<file path="config.mk">
export PLATFORM = sky130hd
export DESIGN_NAME = c_numeric_literal_lexer
export DESIGN_NICKNAME = d
export VERILOG_FILES = /design/src/design/clnl_pkg.sv /design/src/design/c_numeric_literal_lexer.sv /design/src/design/clnl_scan.sv /design/src/design/clnl_resq.sv
export SDC_FILE = /design/constraint.sdc
export NUM_CORES = 1
export LEC_CHECK = 0
export BUFFER_PORTS_ARGS = -buffer_cell sky130_fd_sc_hd__buf_2
export CORE_UTILIZATION = 60
export DETAILED_ROUTE_END_ITERATION = 12
export GPL_TIMING_DRIVEN = 0
export PLACE_DENSITY = 0.78
export SKIP_CTS_REPAIR_TIMING = 1
export SLEW_MARGIN = 10
export SYNTH_ARGS = -nofsm -noshare
export SYNTH_HDL_FRONTEND = slang
export SYNTH_SLANG_ARGS = --single-unit
</file>
<file path="constraint.sdc">
create_clock -name clk -period 9.1 [get_ports clk]
set_clock_uncertainty 0.1 [all_clocks]
set_input_delay 1.365 -clock clk [delete_from_list [all_inputs] [get_ports clk]]
set_output_delay 1.365 -clock clk [all_outputs]
set_load 0.01 [all_outputs]
</file>
<file path="src/design/clnl_pkg.sv">
package clnl_pkg;

  // Input word: one source byte or the end-of-text mark
  typedef struct packed {
    logic [7:0] char_code;
    logic       end_of_input;
  } text_word_t;

  // Output word: one token
  typedef struct packed {
    logic [3:0]  token_kind;
    logic [31:0] literal_value;
    logic        too_big;
    logic [19:0] start_line;
    logic [11:0] start_column;
    logic [7:0]  char_out;
    logic        last;
  } token_word_t;

  // Up to two tokens produced by one input word
  typedef struct packed {
    logic [1:0]            count;
    token_word_t [1:0]     word;
  } token_pair_t;

  typedef enum logic [13:0] {
    M_IDLE      = 14'b00000000000001,
    M_SLASH     = 14'b00000000000010,
    M_LINECMT   = 14'b00000000000100,
    M_BLOCK     = 14'b00000000001000,
    M_BLOCKSTAR = 14'b00000000010000,
    M_ZERO      = 14'b00000000100000,
    M_HEXSTART  = 14'b00000001000000,
    M_NUM       = 14'b00000010000000,
    M_SUF_U     = 14'b00000100000000,
    M_SUF_L     = 14'b00001000000000,
    M_FRAC      = 14'b00010000000000,
    M_EXPSTART  = 14'b00100000000000,
    M_EXPSIGN   = 14'b01000000000000,
    M_EXPDIG    = 14'b10000000000000
  } scan_mode_t;

  typedef enum logic [1:0] {
    BASE_DEC = 2'd0,
    BASE_OCT = 2'd1,
    BASE_HEX = 2'd2
  } base_t;

  // Integer suffix classes; the code doubles as the token kind
  localparam logic [2:0] SFX_PLAIN = 3'd0;
  localparam logic [2:0] SFX_U     = 3'd1;
  localparam logic [2:0] SFX_L     = 3'd2;
  localparam logic [2:0] SFX_UL    = 3'd3;
  localparam logic [2:0] SFX_LL    = 3'd4;
  localparam logic [2:0] SFX_ULL   = 3'd5;

  localparam logic [3:0] KIND_FLOAT   = 4'd6;
  localparam logic [3:0] KIND_DOUBLE  = 4'd7;
  localparam logic [3:0] KIND_LDOUBLE = 4'd8;
  localparam logic [3:0] KIND_OTHER   = 4'd9;
  localparam logic [3:0] KIND_NO_HEX  = 4'd10;
  localparam logic [3:0] KIND_OPEN    = 4'd11;
  localparam logic [3:0] KIND_END     = 4'd12;
  localparam logic [3:0] KIND_NO_EXP  = 4'd13;

  localparam logic [7:0] CH_TAB   = 8'h09;
  localparam logic [7:0] CH_LF    = 8'h0A;
  localparam logic [7:0] CH_VT    = 8'h0B;
  localparam logic [7:0] CH_FF    = 8'h0C;
  localparam logic [7:0] CH_CR    = 8'h0D;
  localparam logic [7:0] CH_SPACE = 8'h20;
  localparam logic [7:0] CH_HASH  = 8'h23;
  localparam logic [7:0] CH_STAR  = 8'h2A;
  localparam logic [7:0] CH_PLUS  = 8'h2B;
  localparam logic [7:0] CH_MINUS = 8'h2D;
  localparam logic [7:0] CH_DOT   = 8'h2E;
  localparam logic [7:0] CH_SLASH = 8'h2F;
  localparam logic [7:0] CH_ZERO  = 8'h30;
  localparam logic [7:0] CH_SEVEN = 8'h37;
  localparam logic [7:0] CH_NINE  = 8'h39;
  // lower-case letters; (c | CASE_BIT) folds the upper-case form onto them
  localparam logic [7:0] CASE_BIT = 8'h20;
  localparam logic [7:0] CH_LO_A  = 8'h61;
  localparam logic [7:0] CH_LO_E  = 8'h65;
  localparam logic [7:0] CH_LO_F  = 8'h66;
  localparam logic [7:0] CH_LO_L  = 8'h6C;
  localparam logic [7:0] CH_LO_U  = 8'h75;
  localparam logic [7:0] CH_LO_X  = 8'h78;

  localparam int QUEUE_DEPTH = 4;

  function automatic logic is_dec(input logic [7:0] c);
    return (c >= CH_ZERO) && (c <= CH_NINE);
  endfunction

  // {valid, digit value}
  function automatic logic [4:0] hex_digit(input logic [7:0] c);
    logic [7:0] lo;
    lo = c | CASE_BIT;
    if (is_dec(c)) return {1'b1, c[3:0]};
    else if ((lo >= CH_LO_A) && (lo <= CH_LO_F)) return {1'b1, lo[3:0] + 4'd9};
    else return 5'd0;
  endfunction

  function automatic token_word_t make_word(input logic [3:0] kind,
                                            input logic [31:0] value,
                                            input logic big,
                                            input logic [19:0] line,
                                            input logic [11:0] col,
                                            input logic [7:0] ch);
    token_word_t w;
    w.token_kind    = kind;
    w.literal_value = value;
    w.too_big       = big;
    w.start_line    = line;
    w.start_column  = col;
    w.char_out      = ch;
    w.last          = 1'b0;
    return w;
  endfunction

endpackage

</file>
<file path="src/design/c_numeric_literal_lexer.sv">
// Channel | Direction | Handshake                | Word
// text    | in        | text_valid / text_stall  | char_code, end_of_input
// token   | out       | token_valid / token_stall | one token, last marks final of a byte
//
// One source byte is taken per cycle while text_stall is low; the scanner state updates
// in the cycle the byte is taken and its tokens (zero, one or two) land in a four-entry
// token queue. text_stall rises while the queue has fewer than two free slots, so
// two-token bytes slow intake to the output's one-token-per-cycle drain when not stalled.
// Reset (rst, synchronous) empties the queue and returns the scanner to line 1, column 0.
module c_numeric_literal_lexer #(
  parameter int VALUE_BITS  = 32,
  parameter int LINE_BITS   = 20,
  parameter int COLUMN_BITS = 12
) (
  input  logic                  clk,
  input  logic                  rst,
  input  logic                  text_valid,
  output logic                  text_stall,
  input  clnl_pkg::text_word_t  text,
  output logic                  token_valid,
  input  logic                  token_stall,
  output clnl_pkg::token_word_t token
);
  import clnl_pkg::*;

  logic        accept;
  logic        room;
  token_pair_t tokens;

  assign text_stall = !room;
  assign accept     = text_valid && room;

  clnl_scan #(
    .VALUE_BITS (VALUE_BITS),
    .LINE_BITS  (LINE_BITS),
    .COLUMN_BITS(COLUMN_BITS)
  ) u_scan (
    .clk   (clk),
    .rst   (rst),
    .accept(accept),
    .text  (text),
    .tokens(tokens)
  );

  clnl_resq u_resq (
    .clk        (clk),
    .rst        (rst),
    .push       (accept),
    .tokens     (tokens),
    .room       (room),
    .token_valid(token_valid),
    .token_stall(token_stall),
    .token      (token)
  );

endmodule

</file>
<file path="src/design/clnl_scan.sv">
module clnl_scan #(
  parameter int VALUE_BITS  = 32,
  parameter int LINE_BITS   = 20,
  parameter int COLUMN_BITS = 12
) (
  input  logic                  clk,
  input  logic                  rst,
  input  logic                  accept,
  input  clnl_pkg::text_word_t  text,
  output clnl_pkg::token_pair_t tokens
);
  import clnl_pkg::*;

  localparam int PROD_BITS = VALUE_BITS + 4;

  scan_mode_t             mode, mode_next;
  logic [VALUE_BITS-1:0]  acc, acc_next;
  logic                   ovf, ovf_next;
  base_t                  base, base_next;
  logic [2:0]             suffix, suffix_next;
  logic [LINE_BITS-1:0]   line_count, line_next;
  logic [COLUMN_BITS-1:0] col_count, col_next;
  logic [LINE_BITS-1:0]   tok_line, tok_line_next;
  logic [COLUMN_BITS-1:0] tok_col, tok_col_next;

  logic [7:0]             c;
  logic [7:0]             c_lo;
  logic [4:0]             hex;
  logic                   run_idle, run_num, push_en;
  logic [3:0]             push_digit;
  logic [PROD_BITS-1:0]   acc_wide, prod;
  logic                   e0_valid, e1_valid;
  token_word_t            e0, e1;
  logic [31:0]            acc_out;
  logic [19:0]            tline_out, line_out;
  logic [11:0]            tcol_out, col_out;

  assign c         = text.char_code;
  assign c_lo      = text.char_code | CASE_BIT;
  assign hex       = hex_digit(text.char_code);
  assign acc_out   = 32'(acc);
  assign tline_out = 20'(tok_line);
  assign tcol_out  = 12'(tok_col);
  assign line_out  = 20'(line_count);
  assign col_out   = 12'(col_count);
  assign acc_wide  = PROD_BITS'(acc);

  always_comb begin
    mode_next     = mode;
    acc_next      = acc;
    ovf_next      = ovf;
    base_next     = base;
    suffix_next   = suffix;
    line_next     = line_count;
    col_next      = col_count;
    tok_line_next = tok_line;
    tok_col_next  = tok_col;
    run_idle      = 1'b0;
    run_num       = 1'b0;
    push_en       = 1'b0;
    push_digit    = 4'd0;
    prod          = '0;
    e0_valid      = 1'b0;
    e0            = '0;
    e1_valid      = 1'b0;
    e1            = '0;

    if (text.end_of_input) begin
      unique case (mode)
        M_SLASH: begin
          e0_valid = 1'b1;
          e0 = make_word(KIND_OTHER, 32'd0, 1'b0, tline_out, tcol_out, CH_SLASH);
        end
        M_BLOCK, M_BLOCKSTAR: begin
          e0_valid = 1'b1;
          e0 = make_word(KIND_OPEN, 32'd0, 1'b0, tline_out, tcol_out, 8'd0);
        end
        M_ZERO, M_NUM, M_SUF_U, M_SUF_L: begin
          e0_valid = 1'b1;
          e0 = make_word({1'b0, suffix}, acc_out, ovf, tline_out, tcol_out, 8'd0);
        end
        M_HEXSTART: begin
          e0_valid = 1'b1;
          e0 = make_word(KIND_NO_HEX, 32'd0, 1'b0, tline_out, tcol_out, 8'd0);
        end
        M_FRAC, M_EXPDIG: begin
          e0_valid = 1'b1;
          e0 = make_word(KIND_DOUBLE, 32'd0, 1'b0, tline_out, tcol_out, 8'd0);
        end
        M_EXPSTART, M_EXPSIGN: begin
          e0_valid = 1'b1;
          e0 = make_word(KIND_NO_EXP, 32'd0, 1'b0, tline_out, tcol_out, 8'd0);
        end
        default: ;
      endcase
      e1_valid      = 1'b1;
      e1            = make_word(KIND_END, 32'd0, 1'b0, line_out, col_out, 8'd0);
      // back to the reset state
      mode_next     = M_IDLE;
      acc_next      = '0;
      ovf_next      = 1'b0;
      base_next     = BASE_DEC;
      suffix_next   = SFX_PLAIN;
      line_next     = LINE_BITS'(1);
      col_next      = '0;
      tok_line_next = '0;
      tok_col_next  = '0;
    end else begin
      unique case (mode)
        M_SLASH: begin
          if (c == CH_SLASH) mode_next = M_LINECMT;
          else if (c == CH_STAR) mode_next = M_BLOCK;
          else begin
            e0_valid = 1'b1;
            e0 = make_word(KIND_OTHER, 32'd0, 1'b0, tline_out, tcol_out, CH_SLASH);
            run_idle = 1'b1;
          end
        end
        M_LINECMT: begin
          if (c == CH_LF) mode_next = M_IDLE;
        end
        M_BLOCK: begin
          if (c == CH_STAR) mode_next = M_BLOCKSTAR;
        end
        M_BLOCKSTAR: begin
          if (c == CH_SLASH) mode_next = M_IDLE;
          else if (c != CH_STAR) mode_next = M_BLOCK;
        end
        M_ZERO: begin
          if (c_lo == CH_LO_X) begin
            base_next = BASE_HEX;
            mode_next = M_HEXSTART;
          end else begin
            mode_next = M_NUM;
            run_num   = 1'b1;
          end
        end
        M_HEXSTART: begin
          if (hex[4]) begin
            mode_next = M_NUM;
            run_num   = 1'b1;
          end else begin
            e0_valid = 1'b1;
            e0 = make_word(KIND_NO_HEX, 32'd0, 1'b0, tline_out, tcol_out, 8'd0);
            run_idle = 1'b1;
          end
        end
        M_NUM: run_num = 1'b1;
        M_SUF_U: begin
          if (c_lo == CH_LO_L) begin
            suffix_next = SFX_UL;
            mode_next   = M_SUF_L;
          end else begin
            e0_valid = 1'b1;
            e0 = make_word({1'b0, suffix}, acc_out, ovf, tline_out, tcol_out, 8'd0);
            run_idle = 1'b1;
          end
        end
        M_SUF_L: begin
          if (c_lo == CH_LO_L) begin
            suffix_next = (suffix == SFX_UL) ? SFX_ULL : SFX_LL;
            mode_next   = M_IDLE;
            e0_valid    = 1'b1;
            e0 = make_word({1'b0, suffix_next}, acc_out, ovf, tline_out, tcol_out, 8'd0);
          end else begin
            e0_valid = 1'b1;
            e0 = make_word({1'b0, suffix}, acc_out, ovf, tline_out, tcol_out, 8'd0);
            run_idle = 1'b1;
          end
        end
        M_FRAC, M_EXPDIG: begin
          if (c_lo == CH_LO_E && mode == M_FRAC) mode_next = M_EXPSTART;
          else if (!is_dec(c)) begin
            // end of float: an f or l suffix is swallowed
            e0_valid = 1'b1;
            mode_next = M_IDLE;
            if (c_lo == CH_LO_F)
              e0 = make_word(KIND_FLOAT, 32'd0, 1'b0, tline_out, tcol_out, 8'd0);
            else if (c_lo == CH_LO_L)
              e0 = make_word(KIND_LDOUBLE, 32'd0, 1'b0, tline_out, tcol_out, 8'd0);
            else begin
              e0 = make_word(KIND_DOUBLE, 32'd0, 1'b0, tline_out, tcol_out, 8'd0);
              run_idle = 1'b1;
            end
          end
        end
        M_EXPSTART, M_EXPSIGN: begin
          if (is_dec(c)) mode_next = M_EXPDIG;
          else if ((c == CH_PLUS || c == CH_MINUS) && mode == M_EXPSTART)
            mode_next = M_EXPSIGN;
          else begin
            e0_valid  = 1'b1;
            e0 = make_word(KIND_NO_EXP, 32'd0, 1'b0, tline_out, tcol_out, 8'd0);
            mode_next = M_IDLE;
            if (c_lo != CH_LO_F && c_lo != CH_LO_L) run_idle = 1'b1;
          end
        end
        default: run_idle = 1'b1;
      endcase

      if (run_num) begin
        priority if (base == BASE_HEX && hex[4]) begin
          push_en    = 1'b1;
          push_digit = hex[3:0];
          prod       = (acc_wide << 4) + PROD_BITS'(push_digit);
        end else if (base == BASE_OCT && c >= CH_ZERO && c <= CH_SEVEN) begin
          push_en    = 1'b1;
          push_digit = c[3:0];
          prod       = (acc_wide << 3) + PROD_BITS'(push_digit);
        end else if (base == BASE_DEC && is_dec(c)) begin
          push_en    = 1'b1;
          push_digit = c[3:0];
          prod       = (acc_wide << 3) + (acc_wide << 1) + PROD_BITS'(push_digit);
        end else if (base != BASE_HEX && c == CH_DOT) begin
          mode_next = M_FRAC;
        end else if (base != BASE_HEX && c_lo == CH_LO_E) begin
          mode_next = M_EXPSTART;
        end else if (c_lo == CH_LO_U) begin
          suffix_next = SFX_U;
          mode_next   = M_SUF_U;
        end else if (c_lo == CH_LO_L) begin
          suffix_next = SFX_L;
          mode_next   = M_SUF_L;
        end else begin
          e0_valid = 1'b1;
          e0 = make_word({1'b0, suffix}, acc_out, ovf, tline_out, tcol_out, 8'd0);
          run_idle = 1'b1;
        end
        if (push_en) begin
          acc_next = prod[VALUE_BITS-1:0];
          if (prod[PROD_BITS-1:VALUE_BITS] != '0) ovf_next = 1'b1;
        end
      end

      if (run_idle) begin
        mode_next = M_IDLE;
        priority if (c == CH_TAB || c == CH_VT || c == CH_FF || c == CH_SPACE ||
                     c == CH_CR || c == CH_LF) begin
          mode_next = M_IDLE;
        end else if (c == CH_SLASH) begin
          tok_line_next = line_count;
          tok_col_next  = col_count;
          mode_next     = M_SLASH;
        end else if (c == CH_HASH) begin
          mode_next = M_LINECMT;
        end else if (is_dec(c)) begin
          tok_line_next = line_count;
          tok_col_next  = col_count;
          ovf_next      = 1'b0;
          suffix_next   = SFX_PLAIN;
          if (c == CH_ZERO) begin
            acc_next  = '0;
            base_next = BASE_OCT;
            mode_next = M_ZERO;
          end else begin
            acc_next  = VALUE_BITS'(c[3:0]);
            base_next = BASE_DEC;
            mode_next = M_NUM;
          end
        end else begin
          tok_line_next = line_count;
          tok_col_next  = col_count;
          e1_valid      = 1'b1;
          e1 = make_word(KIND_OTHER, 32'd0, 1'b0, line_out, col_out, c);
        end
      end

      if (c == CH_LF) begin
        line_next = line_count + LINE_BITS'(1);
        col_next  = '0;
      end else if (col_count != '1) begin
        col_next = col_count + COLUMN_BITS'(1);
      end
    end
  end

  // pack the tokens so the first one always sits in slot 0
  always_comb begin
    tokens.count   = 2'(e0_valid) + 2'(e1_valid);
    tokens.word[0] = e0_valid ? e0 : e1;
    tokens.word[1] = e1;
    tokens.word[0].last = !(e0_valid && e1_valid);
    tokens.word[1].last = 1'b1;
  end

  always_ff @(posedge clk) begin
    if (rst) begin
      mode       <= M_IDLE;
      acc        <= '0;
      ovf        <= 1'b0;
      base       <= BASE_DEC;
      suffix     <= SFX_PLAIN;
      line_count <= LINE_BITS'(1);
      col_count  <= '0;
      tok_line   <= '0;
      tok_col    <= '0;
    end else if (accept) begin
      mode       <= mode_next;
      acc        <= acc_next;
      ovf        <= ovf_next;
      base       <= base_next;
      suffix     <= suffix_next;
      line_count <= line_next;
      col_count  <= col_next;
      tok_line   <= tok_line_next;
      tok_col    <= tok_col_next;
    end
  end

endmodule

</file>
<file path="src/design/clnl_resq.sv">
module clnl_resq (
  input  logic                  clk,
  input  logic                  rst,
  input  logic                  push,
  input  clnl_pkg::token_pair_t tokens,
  output logic                  room,
  output logic                  token_valid,
  input  logic                  token_stall,
  output clnl_pkg::token_word_t token
);
  import clnl_pkg::*;

  localparam int PTR_BITS = $clog2(QUEUE_DEPTH);
  localparam int CNT_BITS = $clog2(QUEUE_DEPTH + 1);

  token_word_t         mem [QUEUE_DEPTH];
  logic [PTR_BITS-1:0] head, tail;
  logic [CNT_BITS-1:0] count, count_next;
  logic [1:0]          n_push;
  logic                pop;

  assign n_push      = push ? tokens.count : 2'd0;
  assign pop         = token_valid && !token_stall;
  assign token_valid = (count != '0);
  assign token       = mem[head];
  // an input word may bring two tokens
  assign room        = (count <= CNT_BITS'(QUEUE_DEPTH - 2));
  assign count_next  = count + CNT_BITS'(n_push) - CNT_BITS'(pop);

  always_ff @(posedge clk) begin
    if (n_push != 2'd0) mem[tail] <= tokens.word[0];
    if (n_push == 2'd2) mem[tail + PTR_BITS'(1)] <= tokens.word[1];
  end

  always_ff @(posedge clk) begin
    if (rst) begin
      head  <= '0;
      tail  <= '0;
      count <= '0;
    end else begin
      head  <= head + PTR_BITS'(pop);
      tail  <= tail + PTR_BITS'(n_push);
      count <= count_next;
    end
  end

endmodule
</file>
---- After elaboration in Yosys (flattened, before gate mapping) ----
Memory sizes are Yosys's and may differ from the RTL's. A register that Yosys moved wholly into a read port is not among the register bits.
Cells that the tools add are included.
operators by class
  add/subtract/negate cells ............... 13
  $lt $le $gt $ge ......................... 6
  equal/unequal tests ..................... 42
  multiplexer cells ....................... 181
  reduce and logical (&&, ||, !) cells .... 40
operators with widths
  operator               count
  $mux 78                25
  $pmux 78 s6            2
  $mux 14                26
  $mux 32                8
  $mux 36                5
  $mux 77                2
  $mux 20                7
  $pmux 14 s10           1
  $mux 12                8
  $add 36x4->36          2
  $eq 8x6->1 const B     8
  $mux 1                 61
  $mux 3                 16
  $eq 8x4->1 const B     5
  $add 35x33->36         1
  $add 35x4->36          1
  $eq 7x6->1 const B     5
  $add 20x1->20 const B  1
  $mux 2                 10
  $le 8x6->1 const B     2
  $mux 8                 2
  $eq 14x10->1 const B   1
  $eq 14x11->1 const B   1
  $eq 14x12->1 const B   1
  other kinds (49)       81
storage, ports and cells
  bits in registers ....................... 123
  bits in writable memories ............... 312
  input port bits ......................... 13
  output and inout bits ................... 80
  word-level logic and storage cells ...... 295
  memories ................................ 1
memories
  name        depth  bits a word  rd ports  clocked after Yosys merged registers in  wr ports  line             source
  u_resq.mem  4      78           1         1                                        2         clnl_resq.sv:16  token_word_t mem [QUEUE_DEPTH];

---- Logic depth before layout (Yosys ltp) ----
  depth in word-level cells ............... 22
  mapped depth ............................ 21
  mapped depth without buffers ............ 18

---- By module ----
A second synthesis with hierarchy kept.
second synthesis, totals
  cell total of the unflattened synthesis .. 2260
  area total of the unflattened synthesis .. 26387.8 sq um
modules (own cells, without submodules)
  module                   times used  cells an instance  area each (sq um)  seq. area each (sq um)
  clnl_resq                1           812                15476.1            9509.1
  clnl_scan                1           1446               10901.7            2322.2
  c_numeric_literal_lexer  1           2                  10.0               0.0

---- Worst setup path before layout ----
OpenSTA, ideal clock, no wires.
  path type ............................... in2reg
  start point ............................. in text[1] (netlist bit)
  end point ............................... mem u_resq.mem[1][10] (netlist bit) (enable)
  setup time .............................. 0.398 ns
  arrival ................................. 5.780 ns
  required time ........................... 8.602 ns
  path slack .............................. 2.822 ns
  stages on the path ...................... 17
  buffers on the path ..................... 4
  cells stage by stage .................... clkbuf_1 -> inv_1 -> ha_1 -> nor2b_1 -> o2bb2ai_1 -> a21oi_1 -> o21a_1 -> o2111ai_2 -> a21o_1 -> buf_2 -> o21bai_2 -> buf_2 -> ha_1 -> clkbuf_1 -> nor4_1 -> nor2_1 -> inv_1
RTL lines
  item             line                           source
  start, declared  c_numeric_literal_lexer.sv:19  input clnl_pkg::text_word_t text,
  end, declared    clnl_resq.sv:16

==> qor.yml <==
status: "finished, final reports clean"
cp_max_fo: 10
cpMaxStageDelayCell: "a21oi_1"
die_w_um: 198
worstSkewPairLatency_ns: 0.57
vias: 19597
avgSynthCellArea_um2: 10.6
syn2layout_area_growth_pct: 11.3
hold_violations: 0
final_cell_area_mm2: 0.0256
worstPathRequired_ns: 9.30
wire_per_inst_um: 23.9
grt_remaining_overflow: 0
grt_max_degree: 32
cpLargestDelayFamily: "compound AO/OA/AOI/OAI gates"
critical_path_class: "primary input to flop"
cpMostUsedCell: "clkbuf_1"
grt_pass1_vias: 19115
synth-seq-area-share_pct: 45.4
start_util_pct: 61.0
drcViolationCount: 0
worst_slew_pin_slew_ns: 1.23
period_share_pct: 84.1
globalplace.congestion: 1.00
synthFlopType: "dfxtp_1"
finalWirelength_um: 68400
vias_per_cell: 6.86
async_flop_share_pct: 0
ys_ff_latch: 435
setup_ws_ns: 1.45
io_buffers: 89
slew_viol_final: 0
totalPowerFinal_mw: 4.89
drt_iter0_drc: 2318
fillers: 2798
tritoncts: "done"
clockBufferDepth: 3
yosysTopAreaCell: "dfxtp_1"
synth_cells: 2174
place_ws_ns: 1.10
layout-drive-gt1-share_pct: 12.8
place_inst: 2778
synth_top_area_share_pct: 22.9
max_freq_mhz: 131
std_cell_rows: 71
core_mm2: 0.0377
synth_edf_count: 172
synthTopCellsByArea: "dfxtp_1 (23%), edfxtp_1 (22%), mux4_2 (7.6%)"
yosys_warnings: 0
groute.usage.overall_pct: 35.2
yosys.cell_types.count: 97
hp-class: "flop to flop"
cp.arrival_ns: 7.85
dpl-instance-area_mm2: 0.0241
num_antenna_cells: 0
crit_chain: "buf_2 -> clkbuf_1 -> inv_1 -> ha_1 -> o21bai_1 -> a21oi_1 -> clkbuf_1 -> a21oi_1 -> o2111ai_2 -> a21o_1 -> buf_2 -> o21bai_2 -> buf_2 -> ha_1 -> clkbuf_1 -> o21ai_1 -> nor2_1 -> a21oi_1 -> clkbuf_1 -> o2bb2ai_1"
power_density_mw_per_mm2: 191
grt_pass1_wl_um: 106000
cp-start-kind: "primary input"
setup_viol: 0
cts_buffers: 45
io_pins: 93
p_leak_nw: 9.22
clk_pin_slew_ns: 0.06
ir_worst_vdd_mv: 0.126
slowest_delay_ns: 0.81
rsz0062_at_grt: "no"
numClockSinks: 435
crit_buf_inv: 8
syn-cell-area_mm2: 0.0230
synth_fp_nets: 2267
hpwlAfterDp_um: 48300
endpoint_kind: "flop"
drt_first_pass_iters: 6
root_buffer: "clkbuf_16"
htreeDepth: 2
ant_nets: 0
drv_cap: 0
dieArea_mm2: 0.0391
instances_no_fill: 2858
antenna_found_initial: 0
fin_crit_ns: 7.65
die_y_um: 198
final_nets: 2407
setup_tns_ns: 0
relSlewSlack_pct: 17.1
[cell type report]
cell class	count	area [µm²]	share of cell area (%)
clock inverter	13	104	0.406
sequential	435	10400	40.8
buffer	179	714	2.79
tap	511	639	2.50
clock buffer	67	1320	5.17
timing repair buffer	93	526	2.06
multi-input combinational	1519	11700	45.7
inverter	41	154	0.602
[logic make-up after synthesis]
kind of cell / Yosys count / synth area share, %
adders and majority gates: 80 / 4.45
DFF: 435 / 45.4
and+or+nand+nor: 586 / 12.5
muxes: 86 / 8.00
AOI/OAI and AO/OA: 695 / 23.1
buffers and inverters: 220 / 3.78
xor gates and xnor gates: 72 / 2.74
[metrics by stage]
stage	hold slack, ns	utilization [%]
final	0.367	67.9
after global routing	0.384	67.9
after CTS	0.362	67.9
after detailed placement	0.349	64.1
after global placement	0.342	63.9
after floorplan	0.331	-
[flip-flops by register name (all words and copies together) (netlist names), 3 cells and up]
signal,cells
u_scan.suffix,3
u_scan.tcol_out,12
u_scan.mode,14
u_scan.col_count,12
u_resq.count,3
u_scan.tline_out,20
u_resq.mem,312
u_scan.acc,32
u_scan.line_count,20
[synth_stat cells, drive strengths merged, types with 39 or more instances]
master and instances:
a21oi 86, a22o 171, buf 45, clkbuf 134
dfxtp 263, edfxtp 172, ha 77, inv 40
mux4 78, nand2 183, nand3 61, nor2 133
nor3 39, o21ai 108, o2bb2ai 130
[metal layers]
metal | track usage (%) | wire [µm] | up-vias | share of wire [%]
met5 | 0 | 0 | - | 0
met4 | 13.5 | 2250 | 0 | 3.3
met3 | 6.18 | 7000 | 169 | 10
met2 | 55.4 | 31500 | 1179 | 46
met1 | 48.4 | 27600 | 9569 | 40
li1 | - | - | 8680 | -
[path summary, 6_finish.rpt]
kind,cells after the start,slack [ns],end,from
min,1,0.37,u_resq.mem[1][0],u_resq.mem[1][0]
min reg2reg,1,0.37,u_resq.mem[1][0],u_resq.mem[1][0]
max reg2reg,17,2.62,u_resq.mem[2][14],u_scan.mode[8]
max,20,1.45,u_resq.mem[2][14],text[1]
[where the power goes]
part / switching (mW) / internal (mW)
clock: 0.767 / 1.03
sequential: 0.0366 / 2.14
combinational: 0.579 / 0.343
[cells in the final DEF, fill, tap and decap left out, drive strengths merged, types with 6 or more instances in the layout]
cell	Yosys	routed
dfxtp	263	263
clkbuf	134	201
nand2	183	183
edfxtp	172	172
a22o	171	171
buf	45	138
nor2	133	133
o2bb2ai	130	130
o21ai	108	108
a21oi	86	86
mux4	78	78
ha	77	77
nand3	61	61
inv	40	40
nor3	39	39
a21o	36	36
xor2	36	36
xnor2	36	36
and3	30	30
nand4	26	26
nor2b	19	19
a31oi	17	17
o22ai	17	17
nand2b	16	16
o211ai	16	16
or3	14	14
and2	13	13
nor4	13	13
clkinv	1	11
o21bai	10	10
o31ai	10	10
a222oi	9	9
a211oi	9	9
or2	8	8
mux2i	7	7
a22oi	7	7
nor4b	7	7
a221oi	6	6
or4	6	6
o2111ai	6	6
Power figures use the tool's default switching activity.
